--- src/rtl/ceq_pkg.sv ---
// ----------------------------------------------------------------------------
// ceq_pkg
// Shared types and codes of the coalescing event queue.
// ----------------------------------------------------------------------------
package ceq_pkg;

    // field widths
    localparam int KIND_W  = 8;
    localparam int WORD_W  = 32;
    localparam int FILL_W  = 6;
    localparam int CFG_W   = 8;
    localparam int CFG_IDX_W = 1;

    // request actions
    localparam logic ACTION_PUSH = 1'b0;
    localparam logic ACTION_POP  = 1'b1;

    // response status codes
    localparam logic [1:0] STATUS_OK       = 2'd0;
    localparam logic [1:0] STATUS_REJECTED = 2'd1;
    localparam logic [1:0] STATUS_EMPTY    = 2'd2;

    // configuration register indexes
    localparam logic [CFG_IDX_W-1:0] REG_QUEUE_ENABLED = 1'd0;
    localparam logic [CFG_IDX_W-1:0] REG_MOVE_CODE     = 1'd1;

    // one queued event
    typedef struct packed {
        logic [KIND_W-1:0]        kind;
        logic signed [WORD_W-1:0] first;
        logic signed [WORD_W-1:0] second;
    } entry_t;

    // controller to response register
    typedef struct packed {
        logic              load;
        logic              from_mem;
        logic [1:0]        status;
        logic [FILL_W-1:0] fill;
    } rsp_ctl_t;

    typedef enum logic {
        ST_IDLE,
        ST_POP_WAIT
    } ctrl_state_t;

endpackage

--- src/rtl/ceq_channels.sv ---
// ----------------------------------------------------------------------------
// ceq channels
// Valid/ready channels for queue requests and responses.
// ----------------------------------------------------------------------------
interface ceq_req_if;
    logic              valid;
    logic              ready;
    logic              action;
    logic [7:0]        event_kind;
    logic signed [31:0] first_value;
    logic signed [31:0] second_value;

    modport source (output valid, action, event_kind, first_value, second_value,
                    input ready);
    modport sink   (input valid, action, event_kind, first_value, second_value,
                    output ready);
endinterface

interface ceq_rsp_if;
    logic              valid;
    logic              ready;
    logic [1:0]        status;
    logic [7:0]        popped_kind;
    logic signed [31:0] popped_first;
    logic signed [31:0] popped_second;
    logic [5:0]        fill_level;

    modport source (output valid, status, popped_kind, popped_first, popped_second,
                    fill_level, input ready);
    modport sink   (input valid, status, popped_kind, popped_first, popped_second,
                    fill_level, output ready);
endinterface

--- src/rtl/ceq_store.sv ---
// ----------------------------------------------------------------------------
// ceq_store
// Entry memory: one write port, one read port with registered read data.
// ----------------------------------------------------------------------------
module ceq_store #(
    parameter int QUEUE_DEPTH = 32,
    parameter int AW          = 5
) (
    input  logic            clk,
    input  logic            wr_en,
    input  logic [AW-1:0]   wr_addr,
    input  ceq_pkg::entry_t wr_data,
    input  logic            rd_en,
    input  logic [AW-1:0]   rd_addr,
    output ceq_pkg::entry_t rd_data
);
    import ceq_pkg::*;

    entry_t mem [QUEUE_DEPTH];
    entry_t rd_data_reg;

    // write port
    always_ff @(posedge clk)
    begin
        if (wr_en)
        begin
            mem[wr_addr] <= wr_data;
        end
    end

    // read port with registered read data
    always_ff @(posedge clk)
    begin
        if (rd_en)
        begin
            rd_data_reg <= mem[rd_addr];
        end
    end

    assign rd_data = rd_data_reg;

endmodule

--- src/rtl/ceq_ctrl.sv ---
// ----------------------------------------------------------------------------
// ceq_ctrl
// Ring pointers, occupancy and request sequencing for the event queue.
// ----------------------------------------------------------------------------
module ceq_ctrl #(
    parameter int QUEUE_DEPTH = 32,
    parameter int AW          = 5
) (
    input  logic                         clk,
    input  logic                         rst_n,
    input  logic                         queue_enabled,
    input  logic [ceq_pkg::KIND_W-1:0]   move_code,
    input  logic                         req_valid,
    input  logic                         req_action,
    input  ceq_pkg::entry_t              req_entry,
    input  logic                         out_free,
    output logic                         req_ready,
    output logic                         wr_en,
    output logic [AW-1:0]                wr_addr,
    output ceq_pkg::entry_t              wr_data,
    output logic                         rd_en,
    output logic [AW-1:0]                rd_addr,
    output ceq_pkg::rsp_ctl_t            rsp_ctl
);
    import ceq_pkg::*;

    localparam int CW = $clog2(QUEUE_DEPTH + 1);
    localparam logic [AW-1:0] LAST_SLOT = AW'(QUEUE_DEPTH - 1);
    localparam logic [CW-1:0] FULL_COUNT = CW'(QUEUE_DEPTH);

    ctrl_state_t       state_reg, state_next;
    logic [AW-1:0]     read_slot_reg, read_slot_next;
    logic [AW-1:0]     write_slot_reg, write_slot_next;
    logic [CW-1:0]     occupancy_reg, occupancy_next;
    logic [KIND_W-1:0] newest_kind_reg, newest_kind_next;
    logic              ready;
    logic              is_move;
    logic              coalesce;

    function automatic logic [AW-1:0] slot_inc(input logic [AW-1:0] s);
        return (s == LAST_SLOT) ? '0 : s + AW'(1);
    endfunction

    function automatic logic [AW-1:0] slot_dec(input logic [AW-1:0] s);
        return (s == '0) ? LAST_SLOT : s - AW'(1);
    endfunction

    // control registers
    always_ff @(posedge clk or negedge rst_n)
    begin
        if (!rst_n)
        begin
            state_reg       <= ST_IDLE;
            read_slot_reg   <= '0;
            write_slot_reg  <= '0;
            occupancy_reg   <= '0;
            newest_kind_reg <= '0;
        end
        else
        begin
            state_reg       <= state_next;
            read_slot_reg   <= read_slot_next;
            write_slot_reg  <= write_slot_next;
            occupancy_reg   <= occupancy_next;
            newest_kind_reg <= newest_kind_next;
        end
    end

    assign ready     = (state_reg == ST_IDLE) && out_free;
    assign req_ready = ready;

    // newest entry is a move and this push is a move: overwrite its data
    assign is_move  = (req_entry.kind == move_code);
    assign coalesce = is_move && (occupancy_reg != '0) && (newest_kind_reg == move_code);

    // next state and memory commands
    always_comb
    begin
        state_next       = state_reg;
        read_slot_next   = read_slot_reg;
        write_slot_next  = write_slot_reg;
        occupancy_next   = occupancy_reg;
        newest_kind_next = newest_kind_reg;
        wr_en            = 1'b0;
        wr_addr          = write_slot_reg;
        wr_data          = req_entry;
        rd_en            = 1'b0;
        rd_addr          = read_slot_reg;
        rsp_ctl          = '0;

        case (state_reg)
            ST_IDLE:
            begin
                if (req_valid && ready)
                begin
                    if (req_action == ACTION_POP)
                    begin
                        if (occupancy_reg == '0)
                        begin
                            rsp_ctl.load   = 1'b1;
                            rsp_ctl.status = STATUS_EMPTY;
                        end
                        else
                        begin
                            rd_en          = 1'b1;
                            read_slot_next = slot_inc(read_slot_reg);
                            occupancy_next = occupancy_reg - CW'(1);
                            state_next     = ST_POP_WAIT;
                        end
                    end
                    else if (!queue_enabled)
                    begin
                        rsp_ctl.load   = 1'b1;
                        rsp_ctl.status = STATUS_REJECTED;
                    end
                    else
                    begin
                        rsp_ctl.load   = 1'b1;
                        rsp_ctl.status = STATUS_OK;
                        if (coalesce)
                        begin
                            wr_en   = 1'b1;
                            wr_addr = slot_dec(write_slot_reg);
                        end
                        else if (occupancy_reg == FULL_COUNT)
                        begin
                            // full: a move is dropped, anything else evicts the oldest
                            if (!is_move)
                            begin
                                wr_en            = 1'b1;
                                read_slot_next   = slot_inc(read_slot_reg);
                                write_slot_next  = slot_inc(write_slot_reg);
                                newest_kind_next = req_entry.kind;
                            end
                        end
                        else
                        begin
                            wr_en            = 1'b1;
                            write_slot_next  = slot_inc(write_slot_reg);
                            occupancy_next   = occupancy_reg + CW'(1);
                            newest_kind_next = req_entry.kind;
                        end
                    end
                end
            end
            ST_POP_WAIT:
            begin
                // read data is back from the store
                rsp_ctl.load     = 1'b1;
                rsp_ctl.from_mem = 1'b1;
                rsp_ctl.status   = STATUS_OK;
                state_next       = ST_IDLE;
            end
            default:
            begin
                state_next = ST_IDLE;
            end
        endcase

        rsp_ctl.fill = FILL_W'(occupancy_next);
    end

endmodule

--- src/rtl/coalescing_event_queue_core.sv ---
// ----------------------------------------------------------------------------
// coalescing_event_queue_core
// Ring-buffer event queue where consecutive move events merge into one entry.
// ----------------------------------------------------------------------------
//   channel  dir  handshake     payload
//   req      in   valid/ready   action, event_kind, first_value, second_value
//   rsp      out  valid/ready   status, popped_kind/first/second, fill_level
//   cfg      in   cfg_we        cfg_index, cfg_data
//
// A push is handled at the accepting edge: the entry write and the response
// load happen there. A pop reads the entry memory, whose read port returns
// data in the cycle after the address, and the response loads from it then.
// Reset empties the queue and clears both registers; no clearing pass.
// req is held off while a pop read is in flight or the response register
// is full and not being taken.
// ----------------------------------------------------------------------------
module coalescing_event_queue_core #(
    parameter int QUEUE_DEPTH = 32
) (
    input  logic                            clk,
    input  logic                            rst_n,
    input  logic                            cfg_we,
    input  logic [ceq_pkg::CFG_IDX_W-1:0]   cfg_index,
    input  logic [ceq_pkg::CFG_W-1:0]       cfg_data,
    ceq_req_if.sink                         req,
    ceq_rsp_if.source                       rsp
);
    import ceq_pkg::*;

    localparam int AW = $clog2(QUEUE_DEPTH);

    logic              enabled_reg;
    logic [KIND_W-1:0] move_code_reg;
    logic              rsp_valid_reg;
    logic [1:0]        status_reg;
    logic [FILL_W-1:0] fill_reg;
    logic              from_mem_reg;
    logic              out_free;
    entry_t            req_entry;
    entry_t            wr_data;
    entry_t            rd_data;
    logic              wr_en;
    logic              rd_en;
    logic [AW-1:0]     wr_addr;
    logic [AW-1:0]     rd_addr;
    rsp_ctl_t          rsp_ctl;

    // configuration registers
    always_ff @(posedge clk or negedge rst_n)
    begin
        if (!rst_n)
        begin
            enabled_reg   <= 1'b0;
            move_code_reg <= '0;
        end
        else if (cfg_we)
        begin
            case (cfg_index)
                REG_QUEUE_ENABLED: enabled_reg   <= cfg_data[0];
                REG_MOVE_CODE:     move_code_reg <= cfg_data[KIND_W-1:0];
                default:           ;
            endcase
        end
    end

    assign req_entry.kind   = req.event_kind;
    assign req_entry.first  = req.first_value;
    assign req_entry.second = req.second_value;

    assign out_free = !rsp_valid_reg || rsp.ready;

    ceq_ctrl #(
        .QUEUE_DEPTH (QUEUE_DEPTH),
        .AW          (AW)
    ) u_ctrl (
        .clk           (clk),
        .rst_n         (rst_n),
        .queue_enabled (enabled_reg),
        .move_code     (move_code_reg),
        .req_valid     (req.valid),
        .req_action    (req.action),
        .req_entry     (req_entry),
        .out_free      (out_free),
        .req_ready     (req.ready),
        .wr_en         (wr_en),
        .wr_addr       (wr_addr),
        .wr_data       (wr_data),
        .rd_en         (rd_en),
        .rd_addr       (rd_addr),
        .rsp_ctl       (rsp_ctl)
    );

    ceq_store #(
        .QUEUE_DEPTH (QUEUE_DEPTH),
        .AW          (AW)
    ) u_store (
        .clk     (clk),
        .wr_en   (wr_en),
        .wr_addr (wr_addr),
        .wr_data (wr_data),
        .rd_en   (rd_en),
        .rd_addr (rd_addr),
        .rd_data (rd_data)
    );

    // response register
    always_ff @(posedge clk or negedge rst_n)
    begin
        if (!rst_n)
        begin
            rsp_valid_reg <= 1'b0;
        end
        else if (rsp_ctl.load)
        begin
            rsp_valid_reg <= 1'b1;
        end
        else if (rsp.ready)
        begin
            rsp_valid_reg <= 1'b0;
        end
    end

    always_ff @(posedge clk)
    begin
        if (rsp_ctl.load)
        begin
            status_reg   <= rsp_ctl.status;
            fill_reg     <= rsp_ctl.fill;
            from_mem_reg <= rsp_ctl.from_mem;
        end
    end

    // popped fields come from the held read data, zero for other responses
    assign rsp.valid         = rsp_valid_reg;
    assign rsp.status        = status_reg;
    assign rsp.fill_level    = fill_reg;
    assign rsp.popped_kind   = from_mem_reg ? rd_data.kind   : '0;
    assign rsp.popped_first  = from_mem_reg ? rd_data.first  : '0;
    assign rsp.popped_second = from_mem_reg ? rd_data.second : '0;

    // a request is only taken when the response slot frees up
    assert property (@(posedge clk) disable iff (!rst_n)
        (req.valid && req.ready) |-> (!rsp_valid_reg || rsp.ready))
        else $error("request accepted while response slot busy");

    // a pop read and an entry write never share a cycle
    assert property (@(posedge clk) disable iff (!rst_n)
        !(wr_en && rd_en))
        else $error("entry write and pop read in the same cycle");

    // non-ok responses carry no popped entry
    assert property (@(posedge clk) disable iff (!rst_n)
        (rsp.valid && (rsp.status == STATUS_EMPTY || rsp.status == STATUS_REJECTED))
        |-> (rsp.popped_kind == '0 && rsp.popped_first == '0
             && rsp.popped_second == '0))
        else $error("popped fields set on a failed request");

    // a loaded response is presented in the next cycle
    assert property (@(posedge clk) disable iff (!rst_n)
        rsp_ctl.load |=> rsp.valid)
        else $error("loaded response not presented");

endmodule

--- src/flat_wrapper.sv ---
// flat-port wrapper written by rule: the top's interface ports become plain ports
module coalescing_event_queue_core_flat import ceq_pkg::*;
#(
    parameter int QUEUE_DEPTH = 32
)
  (clk, rst_n, cfg_we, cfg_index, cfg_data, req_valid, req_action, req_event_kind, req_first_value, req_second_value, req_ready, rsp_valid, rsp_status, rsp_popped_kind, rsp_popped_first, rsp_popped_second, rsp_fill_level, rsp_ready);
  ceq_req_if req_i ();
  ceq_rsp_if rsp_i ();
  input  logic clk;
  input  logic rst_n;
  input  logic cfg_we;
  input  logic [ceq_pkg::CFG_IDX_W-1:0] cfg_index;
  input  logic [ceq_pkg::CFG_W-1:0] cfg_data;
  input wire logic [$bits(req_i.valid)-1:0] req_valid;
  input wire logic [$bits(req_i.action)-1:0] req_action;
  input wire logic [$bits(req_i.event_kind)-1:0] req_event_kind;
  input wire logic [$bits(req_i.first_value)-1:0] req_first_value;
  input wire logic [$bits(req_i.second_value)-1:0] req_second_value;
  output wire logic [$bits(req_i.ready)-1:0] req_ready;
  output wire logic [$bits(rsp_i.valid)-1:0] rsp_valid;
  output wire logic [$bits(rsp_i.status)-1:0] rsp_status;
  output wire logic [$bits(rsp_i.popped_kind)-1:0] rsp_popped_kind;
  output wire logic [$bits(rsp_i.popped_first)-1:0] rsp_popped_first;
  output wire logic [$bits(rsp_i.popped_second)-1:0] rsp_popped_second;
  output wire logic [$bits(rsp_i.fill_level)-1:0] rsp_fill_level;
  input wire logic [$bits(rsp_i.ready)-1:0] rsp_ready;
  assign req_i.valid = req_valid;
  assign req_i.action = req_action;
  assign req_i.event_kind = req_event_kind;
  assign req_i.first_value = req_first_value;
  assign req_i.second_value = req_second_value;
  assign req_ready = req_i.ready;
  assign rsp_valid = rsp_i.valid;
  assign rsp_status = rsp_i.status;
  assign rsp_popped_kind = rsp_i.popped_kind;
  assign rsp_popped_first = rsp_i.popped_first;
  assign rsp_popped_second = rsp_i.popped_second;
  assign rsp_fill_level = rsp_i.fill_level;
  assign rsp_i.ready = rsp_ready;
  coalescing_event_queue_core #(.QUEUE_DEPTH(QUEUE_DEPTH)) u_core (.clk(clk), .rst_n(rst_n), .cfg_we(cfg_we), .cfg_index(cfg_index), .cfg_data(cfg_data), .req(req_i), .rsp(rsp_i));
endmodule
--- config.mk ---
export PLATFORM = sky130hd
export DESIGN_NAME = coalescing_event_queue_core_flat
export DESIGN_NICKNAME = d
export VERILOG_FILES = /design/src/rtl/ceq_pkg.sv /design/src/rtl/ceq_channels.sv /design/src/rtl/ceq_store.sv /design/src/rtl/ceq_ctrl.sv /design/src/rtl/coalescing_event_queue_core.sv /design/src/flat_wrapper.sv
export SDC_FILE = /design/constraint.sdc
export NUM_CORES = 2
export LEC_CHECK = 0
export BUFFER_PORTS_ARGS = -buffer_cell sky130_fd_sc_hd__buf_2
export CAP_MARGIN = 15
export CORE_ASPECT_RATIO = 1.4
export CORE_MARGIN = 2
export CORE_UTILIZATION = 60
export DETAILED_ROUTE_END_ITERATION = 12
export MAX_ROUTING_LAYER = met4
export PLACE_DENSITY = 0.77
export SLEW_MARGIN = 15
export SYNTH_ARGS = -nofsm -noshare
export SYNTH_HDL_FRONTEND = slang
export SYNTH_SLANG_ARGS = --single-unit
--- constraint.sdc ---
create_clock -name clk -period 17.7 [get_ports clk]
set_clock_uncertainty 0.1 [all_clocks]
set_input_delay 3.54 -clock clk [delete_from_list [all_inputs] [get_ports clk]]
set_output_delay 3.54 -clock clk [all_outputs]
set_load 0.02 [all_outputs]
==> results.py <==
metrics = {
    "routing": {
        "vias": 44000,
        "top_layer": "met4",
        "first_pass_iters": 6,
        "route.met2.wl_mm": 126,
        "wl_met3_mm": 20.7,
        "finalWirelength_mm": 242,
        "drc": 0,
        "viasPerCell": 7.12,
        "drtIter0Drc": 6305,
        "wl_met1_mm": 81.4,
        "avgRoutedWirePerCell_um": 39.2,
        "ant_nets": 0,
    },
    "cts": {
        "cts_setup_buffers": 0,
        "path_clk_slew_ns": 0.07,
        "ctsResizeCount": 0,
        "ctsHoldBuffers": 0,
        "h-tree-depth": 4,
        "clk_latency_ns": 0.85,
        "cts_root_buffer": "clkbuf_16",
        "cts_tree": "built",
        "clock_path_buffers": 3,
        "cts_inserted_buffers": 206,
        "cts.sinks": 2420,
    },
    "worst_hold_path": {
        "hp-class": "reg -> reg",
    },
    "sta": {
        "layout_setup_ws_ns": 9.66,
        "fin_crit_sh_pct": 45.4,
        "slew_violations": 0,
        "fin_crit_ns": 8.04,
        "rsz0062_at_grt": "no",
        "setup_viol": 0,
        "hold_viol": 0,
        "fin_setup_tns_ns": 0,
        "relSlewSlack_pct": 16.1,
        "holdWs_ns": 0.433,
        "tightest_slew_ns": 1.26,
        "fmax_ghz": 0.124,
    },
    "floorplan": {
        "initial_utilization_pct": 60.4,
        "die_x_um": 336,
        "die_area_um2": 157000,
        "ios": 169,
        "core_um2": 153000,
        "std_cell_rows": 170,
        "die_h_um": 468,
    },
    "cells_and_area": {
        "utilization_pct": 67.4,
        "largest_register_ffs": 2304,
        "fin_cells": 6179,
        "drive_gt1_share_pct": 34.6,
        "nNetsFinal": 4091,
        "syn_to_final_growth_pct": 11.7,
        "stdcell_area_um2": 103000,
    },
    "critical_path": {
        "worstPathArrival_ns": 8.40,
        "crit_path_start_kind": "input port",
        "cp_data_required_time_ns": 18.06,
        "critPathMaxFanout": 50,
        "worstSetupPathType": "in -> reg",
        "crit_path_end_kind": "register",
    },
    "synthesis": {
        "ys.flop_type": "edfxtp_1",
        "synth-edff-count": 2385,
        "synth_nets": 3818,
        "netlist_top_cells_area": "edfxtp_1, mux4_2, mux2_2",
        "synth_area_um2": 92400,
        "ys_types": 56,
        "synth_cells": 3724,
        "synth_area_leader_cell": "edfxtp_1",
        "yosysMostFrequentCell": "edfxtp_1",
        "seq_area_frac_synth_pct": 78.4,
        "synth_commonest_cells": "edfxtp_1, mux4_2, clkbuf_1",
        "synth_top_area_share_pct": 77.5,
        "ys_warn_count": 0,
        "ys_ff_latch": 2420,
        "post_synth.cell_area_avg_um2": 24.8,
        "async_flop_share_pct": 1.45,
    },
    "placement": {
        "dp_slack_ns": 8.83,
        "placed_cells": 5765,
        "dp_hpwl_mm": 125,
        "postPlaceCellArea_um2": 96000,
        "place.gp.congestion": 0.843,
        "numPortBuffers": 168,
    },
    "global_route": {
        "grt_util_all_layers_pct": 32.3,
        "grt_pass1_wl_mm": 340,
        "grt_pass1_vias": 43900,
        "antenna_found_initial": 32,
        "grt_start_max_net_pins": 122,
        "overflow": 0,
    },
    "pwr": {
        "report.power.total_mw": 15.4,
        "p_leak_nw": 32.2,
        "powerDensity_nw_per_um2": 149,
        "vdd_drop_max_mv": 0.138,
    },
    "outcome": {
        "outcome": "finished clean",
    },
    "job": {
        "maxCapViolCount": 0,
    },
}
[layer usage]
layer / global-route usage [%] / vias to the layer above
met5: - / -
met4: 15.6 / 0
met3: 5.20 / 529
met2: 53.0 / 3275
met1: 39.8 / 23500
li1: - / 16700
[layout by cell type (no fill, tap or decap), drive strengths merged, types with 11 or more instances in the layout]
cell type,count
clkinv,92
a21oi,11
clkinvlp,12
inv,11
and2,73
bufinv,36
mux2,96
diode,27
buf,260
nand2,21
dfrtp,35
edfxtp,2385
nor4,17
clkbuf,240
mux4,720
nor2,18
nor3,23
xnor2,13
[critical path, cell delays in order]
cell     delay [ns]
buf_2          0.60
xor2_1         0.14
nor4_1         0.48
and2_1         0.44
nand4_1        0.40
mux2i_1        0.46
nor3b_2        1.00
buf_4          0.42
buf_4          0.77
[area by class of cell]
class / count / area [um^2]
Tap cell: 1978 / 2470
Clock buffer: 240 / 5410
Clock inverter: 145 / 1760
Antenna cell: 27 / 67.6
Multi-Input combinational cell: 1103 / 19400
Timing Repair Buffer: 260 / 1650
Sequential cell: 2420 / 72500
Inverter: 6 / 22.5
Fill cell: 8788 / 49900
[cells by family after synthesis]
kind of cell | count (synthesis) | share of synthesized area, %
AO/OA/AOI/OAI | 49 | 0.348
XOR/XNOR | 23 | 0.226
adder cells (fa/ha/maj) | 7 | 0.0947
buffers and inverters | 201 | 0.841
flip-flops | 2420 | 78.4
multiplexers | 823 | 18.8
AND/OR/NAND/NOR | 201 | 1.28
[path summary, 6_finish.rpt]
| kind | slack (ns) | cells after the start | end | start |
|---|---|---|---|---|
| setup / recovery | 9.66 | 9 | u_core.u_store.mem[6][19] | req_event_kind[7] |
| hold / removal | 0.43 | 0 | u_core.from_mem_reg | u_core.u_ctrl.state_reg |
| setup reg to reg | 11.98 | 6 | u_core.u_store.rd_data[7] | u_core.u_ctrl.rd_addr[1] |
| hold reg to reg | 0.43 | 0 | u_core.from_mem_reg | u_core.u_ctrl.state_reg |
| max in group asynchronous | 14.19 | 1 | u_core.u_ctrl.rd_addr[2] | rst_n |
| min in group asynchronous | 2.69 | 1 | u_core.move_code_reg[7] | rst_n |
[power breakdown]
group          leakage (nW)  internal, mW  total (mW)  switching (mW)
clock network          3.48          2.72        4.81            2.09
logic                  6.80          1.82        3.95            2.13
registers              21.9          6.46        6.63           0.173
total                  32.2          11.0        15.4            4.39
Note: power is estimated with default switching activity, not from simulation.
